<file path="src/rtl/mkvs_pkg.sv">
// Package for the MIME key/value scanner: field widths, result codes,
// character constants, the result record and the byte class functions.
// No dependencies.
package mkvs_pkg;

	localparam int BYTE_W = 8;
	localparam int KIND_W = 2;
	localparam int OFFS_W = 10;
	localparam int CNT_W  = 6;

	typedef logic [BYTE_W-1:0] byte_t;
	typedef logic [OFFS_W-1:0] offs_t;
	typedef logic [CNT_W-1:0]  cnt_t;

	typedef enum logic [KIND_W-1:0] {
		KIND_PAIR      = 2'd0,
		KIND_DONE      = 2'd1,
		KIND_ERR_QUOTE = 2'd2,
		KIND_ERR_BYTE  = 2'd3
	} kind_t;

	localparam cnt_t  MAX_PAIRS_RST = 6'd32;
	localparam byte_t CH_NUL   = 8'h00;
	localparam byte_t CH_EQ    = 8'h3D;
	localparam byte_t CH_QUOTE = 8'h22;
	localparam byte_t CH_SEMI  = 8'h3B;

	typedef struct packed {
		kind_t kind;
		offs_t key_first;
		offs_t key_past;
		offs_t value_first;
		offs_t value_past;
		logic  has_value;
		cnt_t  pair_count;
		byte_t bad_byte;
		logic  last_of_run;
	} res_t;

	function automatic logic is_ws(byte_t b);
		return (b == 8'd32) || (b >= 8'd9 && b <= 8'd13);
	endfunction

	function automatic logic is_token(byte_t b);
		logic special;
		special = (b == 8'h28) || (b == 8'h29) || (b == 8'h3C) || (b == 8'h3E) ||
			(b == 8'h40) || (b == 8'h2C) || (b == CH_SEMI) || (b == 8'h3A) ||
			(b == 8'h5C) || (b == CH_QUOTE) || (b == 8'h2F) || (b == 8'h5B) ||
			(b == 8'h5D) || (b == 8'h3F) || (b == CH_EQ);
		return (b >= 8'd33) && (b <= 8'd126) && !special;
	endfunction

endpackage

</file>
<file path="src/rtl/mkvs_if.sv">
// Handshake channels of the MIME key/value scanner: byte input, result
// output and configuration write. Depends on mkvs_pkg.
interface mkvs_byte_if;
	logic            valid;
	logic            ready;
	mkvs_pkg::byte_t char_byte;

	modport source (output valid, output char_byte, input ready);
	modport sink (input valid, input char_byte, output ready);
endinterface

interface mkvs_result_if;
	logic              valid;
	logic              ready;
	logic [1:0]        kind;
	mkvs_pkg::offs_t   key_first;
	mkvs_pkg::offs_t   key_past;
	mkvs_pkg::offs_t   value_first;
	mkvs_pkg::offs_t   value_past;
	logic              has_value;
	mkvs_pkg::cnt_t    pair_count;
	mkvs_pkg::byte_t   bad_byte;
	logic              last_of_run;

	modport source (output valid, output kind, output key_first, output key_past,
		output value_first, output value_past, output has_value, output pair_count,
		output bad_byte, output last_of_run, input ready);
	modport sink (input valid, input kind, input key_first, input key_past,
		input value_first, input value_past, input has_value, input pair_count,
		input bad_byte, input last_of_run, output ready);
endinterface

interface mkvs_cfg_if;
	logic           valid;
	logic           ready;
	mkvs_pkg::cnt_t max_pairs;

	modport source (output valid, output max_pairs, input ready);
	modport sink (input valid, input max_pairs, output ready);
endinterface

</file>
<file path="src/rtl/mime_key_value_scanner_unit.sv">
// MIME header key[=value] scanner: one byte per item, pair/done/error results.
// Accepted bytes pass an input stage register, then results enter the queue.
// Throughput one byte per cycle while the 4-entry result queue has room for two
// results; a pair that ends the string or hits the limit adds a done result too.
// Reset: scan state restarts, max_pairs returns to 32, result queue empties.
// Depends on mkvs_pkg and the channel interfaces in mkvs_if.
module mime_key_value_scanner_unit #(
	parameter int MAX_LEN    = 1024,
	parameter int PAIR_LIMIT = 32
) (
	input  logic                 clk,
	input  logic                 arst_n,
	mkvs_byte_if.sink            byte_in,
	mkvs_result_if.source        result_out,
	mkvs_cfg_if.sink             cfg
);

	localparam int PW    = $clog2(MAX_LEN);
	localparam int CW    = $clog2(PAIR_LIMIT + 1);
	localparam int LW    = (CW > mkvs_pkg::CNT_W) ? CW : mkvs_pkg::CNT_W;
	localparam int DEPTH = 4;
	localparam int AW    = $clog2(DEPTH);
	localparam int FW    = $clog2(DEPTH + 1);

	typedef enum logic [2:0] {
		PH_START, PH_KEY, PH_AFTER_KEY, PH_AFTER_EQ,
		PH_BARE, PH_QUOTED, PH_AFTER_QUOTE, PH_DISCARD
	} phase_t;

	typedef logic [PW-1:0] pos_t;

	phase_t            phase_q, n_phase, ph;
	pos_t              pos_q, n_pos, np;
	logic [CW-1:0]     cnt_q, n_cnt, cnt_inc;
	pos_t              kf_q, kp_q, vf_q, n_kf, n_kp, n_vf;
	mkvs_pkg::cnt_t    max_pairs_q;
	logic [LW-1:0]     limit;

	logic              valid_s1;
	mkvs_pkg::byte_t   byte_s1;
	logic              process;

	mkvs_pkg::res_t    fifo_q [DEPTH];
	logic [AW-1:0]     wr_q, rd_q;
	logic [FW-1:0]     fill_q;
	logic              pop;

	mkvs_pkg::res_t    r0, r1;
	logic [1:0]        n_res;
	logic              go, do_pair, pair_hv, do_finish;
	pos_t              pair_vf, pair_vp;
	phase_t            pair_next;

	function automatic mkvs_pkg::offs_t to_off(pos_t p);
		return mkvs_pkg::offs_t'(p);
	endfunction

	function automatic mkvs_pkg::res_t single(mkvs_pkg::kind_t k, logic [CW-1:0] c,
		mkvs_pkg::byte_t bad);
		mkvs_pkg::res_t r;
		r = '0;
		r.kind = k;
		r.pair_count = mkvs_pkg::cnt_t'(c);
		r.bad_byte = bad;
		return r;
	endfunction

	assign limit = (LW'(max_pairs_q) < LW'(PAIR_LIMIT)) ? LW'(max_pairs_q) : LW'(PAIR_LIMIT);
	assign np = (pos_q < pos_t'(MAX_LEN - 1)) ? pos_q + pos_t'(1) : pos_q;
	assign cnt_inc = cnt_q + CW'(1);

	assign process = valid_s1 && (fill_q <= FW'(DEPTH - 2));
	assign byte_in.ready = !valid_s1 || process;
	assign cfg.ready = 1'b1;
	assign pop = result_out.valid && result_out.ready;

	always_comb begin
		n_phase = phase_q;
		n_pos = pos_q;
		n_cnt = cnt_q;
		n_kf = kf_q;
		n_kp = kp_q;
		n_vf = vf_q;
		r0 = '0;
		r1 = '0;
		n_res = 2'd0;
		ph = phase_q;
		go = 1'b0;
		do_pair = 1'b0;
		pair_hv = 1'b0;
		pair_vf = '0;
		pair_vp = '0;
		pair_next = PH_START;
		do_finish = 1'b0;

		if (phase_q == PH_DISCARD) begin
			do_finish = 1'b1;
		end else if (LW'(cnt_q) >= limit) begin
			r0 = single(mkvs_pkg::KIND_DONE, cnt_q, '0);
			n_res = 2'd1;
			do_finish = 1'b1;
		end else begin
			go = 1'b1;
			if (ph == PH_KEY) begin
				if (mkvs_pkg::is_token(byte_s1)) begin
					n_pos = np;
					go = 1'b0;
				end else begin
					n_kp = pos_q;
					ph = PH_AFTER_KEY;
				end
			end
			if (go && ph == PH_AFTER_QUOTE) begin
				if (mkvs_pkg::is_ws(byte_s1) || byte_s1 == mkvs_pkg::CH_SEMI) begin
					if (byte_s1 == mkvs_pkg::CH_SEMI) begin
						n_phase = PH_START;
					end
					n_pos = np;
					go = 1'b0;
				end else begin
					ph = PH_START;
				end
			end
			if (go && ph == PH_AFTER_EQ) begin
				if (mkvs_pkg::is_ws(byte_s1)) begin
					n_pos = np;
					go = 1'b0;
				end else if (byte_s1 == mkvs_pkg::CH_QUOTE) begin
					n_vf = np;
					n_phase = PH_QUOTED;
					n_pos = np;
					go = 1'b0;
				end else begin
					n_vf = pos_q;
					ph = PH_BARE;
				end
			end
			if (go) begin
				n_phase = ph;
				unique case (ph)
					PH_START: begin
						if (byte_s1 == mkvs_pkg::CH_NUL) begin
							r0 = single(mkvs_pkg::KIND_DONE, cnt_q, '0);
							n_res = 2'd1;
							do_finish = 1'b1;
						end else if (mkvs_pkg::is_ws(byte_s1)) begin
							n_pos = np;
						end else if (mkvs_pkg::is_token(byte_s1)) begin
							n_kf = pos_q;
							n_phase = PH_KEY;
							n_pos = np;
						end else begin
							r0 = single(mkvs_pkg::KIND_ERR_BYTE, '0, byte_s1);
							n_res = 2'd1;
							do_finish = 1'b1;
						end
					end
					PH_AFTER_KEY: begin
						if (mkvs_pkg::is_ws(byte_s1)) begin
							n_pos = np;
						end else if (byte_s1 == mkvs_pkg::CH_EQ) begin
							n_phase = PH_AFTER_EQ;
							n_pos = np;
						end else if (byte_s1 == mkvs_pkg::CH_SEMI ||
							byte_s1 == mkvs_pkg::CH_NUL) begin
							do_pair = 1'b1;
						end else begin
							r0 = single(mkvs_pkg::KIND_ERR_BYTE, '0, byte_s1);
							n_res = 2'd1;
							do_finish = 1'b1;
						end
					end
					PH_BARE: begin
						if (byte_s1 == mkvs_pkg::CH_SEMI || byte_s1 == mkvs_pkg::CH_NUL ||
							mkvs_pkg::is_ws(byte_s1)) begin
							do_pair = 1'b1;
							pair_hv = 1'b1;
							pair_vf = n_vf;
							pair_vp = pos_q;
						end else begin
							n_pos = np;
						end
					end
					PH_QUOTED: begin
						if (byte_s1 == mkvs_pkg::CH_QUOTE) begin
							do_pair = 1'b1;
							pair_hv = 1'b1;
							pair_vf = n_vf;
							pair_vp = pos_q;
							pair_next = PH_AFTER_QUOTE;
						end else if (byte_s1 == mkvs_pkg::CH_NUL) begin
							r0 = single(mkvs_pkg::KIND_ERR_QUOTE, '0, '0);
							n_res = 2'd1;
							do_finish = 1'b1;
						end else begin
							n_pos = np;
						end
					end
					default: begin
						do_finish = 1'b1;
					end
				endcase
			end
		end

		if (do_pair) begin
			r0 = '0;
			r0.kind = mkvs_pkg::KIND_PAIR;
			r0.key_first = to_off(n_kf);
			r0.key_past = to_off(n_kp);
			r0.value_first = to_off(pair_vf);
			r0.value_past = to_off(pair_vp);
			r0.has_value = pair_hv;
			n_res = 2'd1;
			n_cnt = cnt_inc;
			if (byte_s1 == mkvs_pkg::CH_NUL || LW'(cnt_inc) >= limit) begin
				r1 = single(mkvs_pkg::KIND_DONE, cnt_inc, '0);
				n_res = 2'd2;
				do_finish = 1'b1;
			end else begin
				n_phase = pair_next;
				n_pos = np;
			end
		end

		if (do_finish) begin
			if (byte_s1 == mkvs_pkg::CH_NUL) begin
				n_phase = PH_START;
				n_pos = '0;
				n_cnt = '0;
				n_kf = '0;
				n_kp = '0;
				n_vf = '0;
			end else begin
				n_phase = PH_DISCARD;
			end
		end

		if (n_res == 2'd2) begin
			r1.last_of_run = 1'b1;
		end else begin
			r0.last_of_run = 1'b1;
		end
	end

	always_ff @(posedge clk or negedge arst_n) begin
		if (!arst_n) begin
			valid_s1 <= 1'b0;
			phase_q <= PH_START;
			pos_q <= '0;
			cnt_q <= '0;
			kf_q <= '0;
			kp_q <= '0;
			vf_q <= '0;
			max_pairs_q <= mkvs_pkg::MAX_PAIRS_RST;
			wr_q <= '0;
			rd_q <= '0;
			fill_q <= '0;
		end else begin
			if (cfg.valid) begin
				max_pairs_q <= cfg.max_pairs;
			end
			if (byte_in.ready) begin
				valid_s1 <= byte_in.valid;
			end
			if (process) begin
				phase_q <= n_phase;
				pos_q <= n_pos;
				cnt_q <= n_cnt;
				kf_q <= n_kf;
				kp_q <= n_kp;
				vf_q <= n_vf;
				wr_q <= wr_q + AW'(n_res);
			end
			if (pop) begin
				rd_q <= rd_q + AW'(1);
			end
			fill_q <= fill_q + (process ? FW'(n_res) : FW'(0)) - (pop ? FW'(1) : FW'(0));
		end
	end

	always_ff @(posedge clk) begin
		if (byte_in.valid && byte_in.ready) begin
			byte_s1 <= byte_in.char_byte;
		end
		if (process && n_res != 2'd0) begin
			fifo_q[wr_q] <= r0;
		end
		if (process && n_res == 2'd2) begin
			fifo_q[wr_q + AW'(1)] <= r1;
		end
	end

	assign result_out.valid       = (fill_q != '0);
	assign result_out.kind        = fifo_q[rd_q].kind;
	assign result_out.key_first   = fifo_q[rd_q].key_first;
	assign result_out.key_past    = fifo_q[rd_q].key_past;
	assign result_out.value_first = fifo_q[rd_q].value_first;
	assign result_out.value_past  = fifo_q[rd_q].value_past;
	assign result_out.has_value   = fifo_q[rd_q].has_value;
	assign result_out.pair_count  = fifo_q[rd_q].pair_count;
	assign result_out.bad_byte    = fifo_q[rd_q].bad_byte;
	assign result_out.last_of_run = fifo_q[rd_q].last_of_run;

`ifndef SYNTH
	a_fill_bound: assert property (@(posedge clk) disable iff (!arst_n)
		fill_q <= FW'(DEPTH))
		else $error("result queue overfilled");

	a_discard_silent: assert property (@(posedge clk) disable iff (!arst_n)
		(process && phase_q == PH_DISCARD) |-> n_res == 2'd0)
		else $error("result produced while discarding");

	a_two_results: assert property (@(posedge clk) disable iff (!arst_n)
		(process && n_res == 2'd2) |-> (r0.kind == mkvs_pkg::KIND_PAIR &&
		r1.kind == mkvs_pkg::KIND_DONE))
		else $error("second result is not a done after a pair");

	a_pos_sat: assert property (@(posedge clk) disable iff (!arst_n)
		pos_q <= pos_t'(MAX_LEN - 1))
		else $error("position beyond saturation");

	a_count_bound: assert property (@(posedge clk) disable iff (!arst_n)
		(LW'(cnt_q) <= LW'(PAIR_LIMIT)))
		else $error("pair count beyond limit");
`endif

endmodule
</file>
<file path="src/flat_wrapper.sv">
// flat-port wrapper written by rule: the top's interface ports become plain ports
module mime_key_value_scanner_unit_flat 
#(
	parameter int MAX_LEN    = 1024,
	parameter int PAIR_LIMIT = 32
)
  (clk, arst_n, byte_in_valid, byte_in_char_byte, byte_in_ready, result_out_valid, result_out_kind, result_out_key_first, result_out_key_past, result_out_value_first, result_out_value_past, result_out_has_value, result_out_pair_count, result_out_bad_byte, result_out_last_of_run, result_out_ready, cfg_valid, cfg_max_pairs, cfg_ready);
  mkvs_byte_if byte_in_i ();
  mkvs_result_if result_out_i ();
  mkvs_cfg_if cfg_i ();
  input  logic clk;
  input  logic arst_n;
  input wire logic [$bits(byte_in_i.valid)-1:0] byte_in_valid;
  input wire logic [$bits(byte_in_i.char_byte)-1:0] byte_in_char_byte;
  output wire logic [$bits(byte_in_i.ready)-1:0] byte_in_ready;
  output wire logic [$bits(result_out_i.valid)-1:0] result_out_valid;
  output wire logic [$bits(result_out_i.kind)-1:0] result_out_kind;
  output wire logic [$bits(result_out_i.key_first)-1:0] result_out_key_first;
  output wire logic [$bits(result_out_i.key_past)-1:0] result_out_key_past;
  output wire logic [$bits(result_out_i.value_first)-1:0] result_out_value_first;
  output wire logic [$bits(result_out_i.value_past)-1:0] result_out_value_past;
  output wire logic [$bits(result_out_i.has_value)-1:0] result_out_has_value;
  output wire logic [$bits(result_out_i.pair_count)-1:0] result_out_pair_count;
  output wire logic [$bits(result_out_i.bad_byte)-1:0] result_out_bad_byte;
  output wire logic [$bits(result_out_i.last_of_run)-1:0] result_out_last_of_run;
  input wire logic [$bits(result_out_i.ready)-1:0] result_out_ready;
  input wire logic [$bits(cfg_i.valid)-1:0] cfg_valid;
  input wire logic [$bits(cfg_i.max_pairs)-1:0] cfg_max_pairs;
  output wire logic [$bits(cfg_i.ready)-1:0] cfg_ready;
  assign byte_in_i.valid = byte_in_valid;
  assign byte_in_i.char_byte = byte_in_char_byte;
  assign byte_in_ready = byte_in_i.ready;
  assign result_out_valid = result_out_i.valid;
  assign result_out_kind = result_out_i.kind;
  assign result_out_key_first = result_out_i.key_first;
  assign result_out_key_past = result_out_i.key_past;
  assign result_out_value_first = result_out_i.value_first;
  assign result_out_value_past = result_out_i.value_past;
  assign result_out_has_value = result_out_i.has_value;
  assign result_out_pair_count = result_out_i.pair_count;
  assign result_out_bad_byte = result_out_i.bad_byte;
  assign result_out_last_of_run = result_out_i.last_of_run;
  assign result_out_i.ready = result_out_ready;
  assign cfg_i.valid = cfg_valid;
  assign cfg_i.max_pairs = cfg_max_pairs;
  assign cfg_ready = cfg_i.ready;
  mime_key_value_scanner_unit #(.MAX_LEN(MAX_LEN), .PAIR_LIMIT(PAIR_LIMIT)) u_core (.clk(clk), .arst_n(arst_n), .byte_in(byte_in_i), .result_out(result_out_i), .cfg(cfg_i));
endmodule
</file>
<file path="config.mk">
export PLATFORM = sky130hd
export DESIGN_NAME = mime_key_value_scanner_unit_flat
export DESIGN_NICKNAME = d
export VERILOG_FILES = /design/src/rtl/mkvs_pkg.sv /design/src/rtl/mkvs_if.sv /design/src/rtl/mime_key_value_scanner_unit.sv /design/src/flat_wrapper.sv
export SDC_FILE = /design/constraint.sdc
export NUM_CORES = 1
export LEC_CHECK = 0
export ABC_AREA = 1
export BUFFER_PORTS_ARGS = -buffer_cell sky130_fd_sc_hd__buf_2
export CORE_MARGIN = 1
export CORE_UTILIZATION = 55
export CTS_CLUSTER_DIAMETER = 50
export DETAILED_ROUTE_END_ITERATION = 10
export PLACE_DENSITY_LB_ADDON = 0.12
export SLEW_MARGIN = 20
export SYNTH_ARGS = -nofsm -noshare
export SYNTH_HDL_FRONTEND = slang
export SYNTH_SLANG_ARGS = --single-unit
</file>
<file path="constraint.sdc">
create_clock -name clk -period 3.55 [get_ports clk]
set_input_delay 0.355 -clock clk [delete_from_list [all_inputs] [get_ports clk]]
set_output_delay 0.355 -clock clk [all_outputs]
set_load 0.02 [all_outputs]
</file>
==> results.ini <==
[status]
status=finished with violations
violations=design-rule violations

[synthesis]
async_reset_ff_share_pct=20.8
ys_warn_count=0
synthDistinctLibCells=51
syn_avg_cell_area_um2=6.66
synth_ff_type=dfxtp_1
synth_edf_count=40
seq_area_frac_synth_pct=39.1
ys_ff_latch=303
syn_nets=2645
synth_cells=2607
syn_area_um2=17400

[sta]
setup_viol=0
relSlewSlack_pct=26.0
finalHoldWorstSlack_ps=9.98
fin_ws_ps=131
post-route-period-util_pct=96.3
final.setup_skew_ps=25.5
fin_crit_ps=3420
final_max_slew_viol_count=0
rsz0062_at_grt=true
fmax_mhz=292
worst_slew_pin_slew_ps=1110
hold_violations=0

[clock_network]
clk_latency_ps=540
cts-buffers-inserted=37
root_buffer=clkbuf_16
clk_path_buf_depth=3
htree_levels=2
cts_tree=done
path_clk_slew_ps=50
cts.sinks=303

[final_layout]
syn_to_final_growth_pct=14.0
final_cells=3096
fin_nets=2711
layout-drive-gt1-share_pct=11.3
insertedDiodeCount=0

[setup_path]
crit_end=u_core.fill_q[2]
worst-path-max-fanout=6
cp_data_arrival_time_ps=3880
crit_path_max_incr_delay_ps=440
r2r_end=u_core.fill_q[2]
end_kind=register
cpMostUsedCell=inv_1
cp.required_ps=4010
cp-startpoint=u_core.cnt_q[1]
path_class=register to register
r2r_start=u_core.cnt_q[1]
cp_slowest_cell=fa_1
cp-start-kind=register
cp_cell_sequence=nand3_1, nor2_1, nand2_1, xor2_2, inv_1, ha_1, nand2_1, nor4_1, a211o_1, nor2_2, inv_1, nand3_2, nor2_4, inv_1, ha_1, fa_1, xnor2_1, xor2_1
rrSetupSlack_ps=130
ff2ff_path_depth=18

[die]
initial_core_util_pct=56.3
ioPinCount=80
die_h_um=180
fp.dieW_um=180
row_count=64
fp.coreArea_um2=30800
dieArea_um2=32300

[run]
drv_cap=0

[placed_design]
port_buffers=78
routabilityCongestion=0.950
dp_hpwl_mm=35.3
detailedPlace.worstSlack_ps=163
placedCellCount=3011

[grt]
grt_first_pass_wirelength_mm=89.4
antenna_found_initial=0
grt_usage_pct=34.3
gr-total-overflow=0
grt_max_degree=104
first_global_vias=16700

[detailed_routing]
dr.first_iter.drc_count=2006
routed_wl_mm=55.2
viasPerCell=5.65
drtPass1Iterations=9
wl_per_cell_um=17.8
drc=5
vias=17500
ant_nets=0

[pwr]
power_density_nw_per_um2=1080
p_leak_nw=10.8
ir_drop_mv=0.965

[worst_hold_path]
worstHoldPathType=primary input to register
worstHoldStart=byte_in_char_byte[1]

==> worst max-delay path, delay by kind of cell, from the launching register on <==
kind	cells	cell delay [ps]
buf+inv	3	230
fa+ha+maj	3	1040
compound gates	1	150
xor+xnor	3	510
simple gates	8	960
flops	1	430
==> cell type report <==
cell class	instances	area (um^2)
fill	2879	11100
multi-input combinational	1782	8590
sequential	303	6780
timing repair buffer	198	1380
inverter	351	1320
clock buffer	58	1090
tap	396	495
clock inverter	8	120
==> layout by cell type, fill, tap and decap left out, types with 6 or more instances in the layout <==
cell,count
nand4_1,138
a21boi_1,10
o22ai_1,49
a22o_1,9
clkbuf_1,13
nand3_4,6
a21oi_1,169
inv_1,338
a21boi_0,39
dfrtp_1,61
nor2_4,6
xor2_1,12
o21ai_1,9
nand2_1,682
dfxtp_1,200
inv_2,11
nor3_1,7
buf_4,105
clkbuf_8,6
edfxtp_1,40
clkbuf_16,38
nand3_1,97
nand2_2,8
ha_1,18
nor2_1,306
nor2b_1,13
buf_2,78
nor2_2,11
o21ai_0,150
dlygate4sd3_1,8
==> through the flow <==
stage	power [mW]	utilization [%]	cell area (um^2)	setup TNS [ps]
after floorplan	13.5	-	17400	0
after global placement	17.0	59.6	18400	0
after detailed placement	17.2	59.6	18400	0
after CTS	21.0	63.8	19700	0
after global routing	22.8	64.1	19800	-120
final	21.3	64.1	19800	0
==> Yosys cell counts, drive strengths merged (2+ instances only) <==
library cell  instances  share of area (%)
a21boi               49                2.1
nand3b                2              0.087
dfxtp               200                 23
o211ai                4               0.17
o221ai                2               0.10
dfrtp                62                8.9
o22ai                49                1.8
mux2                  4               0.26
clkbuf              116                2.5
a22o                  9               0.45
nand3               107                3.5
a221oi                5               0.25
o31ai                 3               0.13
buf                  55                1.7
nor4                  2              0.072
nor2                323                7.3
a211oi                2              0.087
xor2                 13               0.66
nand4               139                5.0
nor2b                13               0.47
ha                   18                1.3
o21ai               159                4.6
a21oi               169                4.9
nor3                  8               0.30
inv                 350                7.6
edfxtp               40                6.9
nand2               693                 15
or2                   2              0.072
==> how the worst min path moves through the flow <==
stage,end,slack [ps],depth (start not counted)
finish,u_core.byte_s1[1],10,1
floorplan,u_core.cnt_q[0],60,0
detailed placement,u_core.fifo_q[3][24],450,2
global route,u_core.byte_s1[1],10,1
CTS,u_core.byte_s1[1],3,1
global placement,u_core.fifo_q[3][29],450,2
==> metal layers <==
layer  routed length (um)  up-vias  part of all wire [%]  track usage (%)
li1                     -     8511                     -                -
met1                23800     8157                    43             46.7
met2                25900      714                    47             57.7
met3                 4190      108                   7.6             4.03
met4                 1220        0                   2.2             9.52
met5                    0        -                     0                0
==> flip-flops by register name, indices dropped and copies added, names as in the netlist <==
register            flops
u_core.fifo_q         232
u_core.kf_q            10
u_core.kp_q            10
u_core.pos_q           10
u_core.vf_q            10
u_core.byte_s1          8
u_core.cnt_q            6
u_core.max_pairs_q      6
u_core.fill_q           3
u_core.phase_q          3
u_core.rd_q             2
u_core.wr_q             2
u_core.valid_s1         1
==> report_power, final <==
| group | switching [mW] | internal, mW | total [mW] |
|---|---|---|---|
| combinational | 8.37 | 3.69 | 12.1 |
| clock | 1.52 | 2.26 | 3.79 |
| sequential | 0.675 | 4.77 | 5.44 |
| total | 10.6 | 10.7 | 21.3 |
==> repair_timing <==
action,4_1_cts,5_1_grt
resized for setup,0,5
buffers inserted,0,11
endpoints found under the hold margin,33,0
hold buffers,8,0
endpoints found under the setup margin,0,64
==> cell families after synthesis <==
logic type | count (synthesis) | synth area share [%]
AOI/OAI and AO/OA | 454 | 14.7
xor gates and xnor gates | 14 | 0.707
adders and majority gates | 19 | 1.41
buffers and inverters | 522 | 11.8
DFF | 303 | 39.1
muxes | 4 | 0.260
other | 1 | 0.0216
and+or+nand+nor | 1290 | 32.0
No activity file was read; power rests on OpenSTA's default activity.
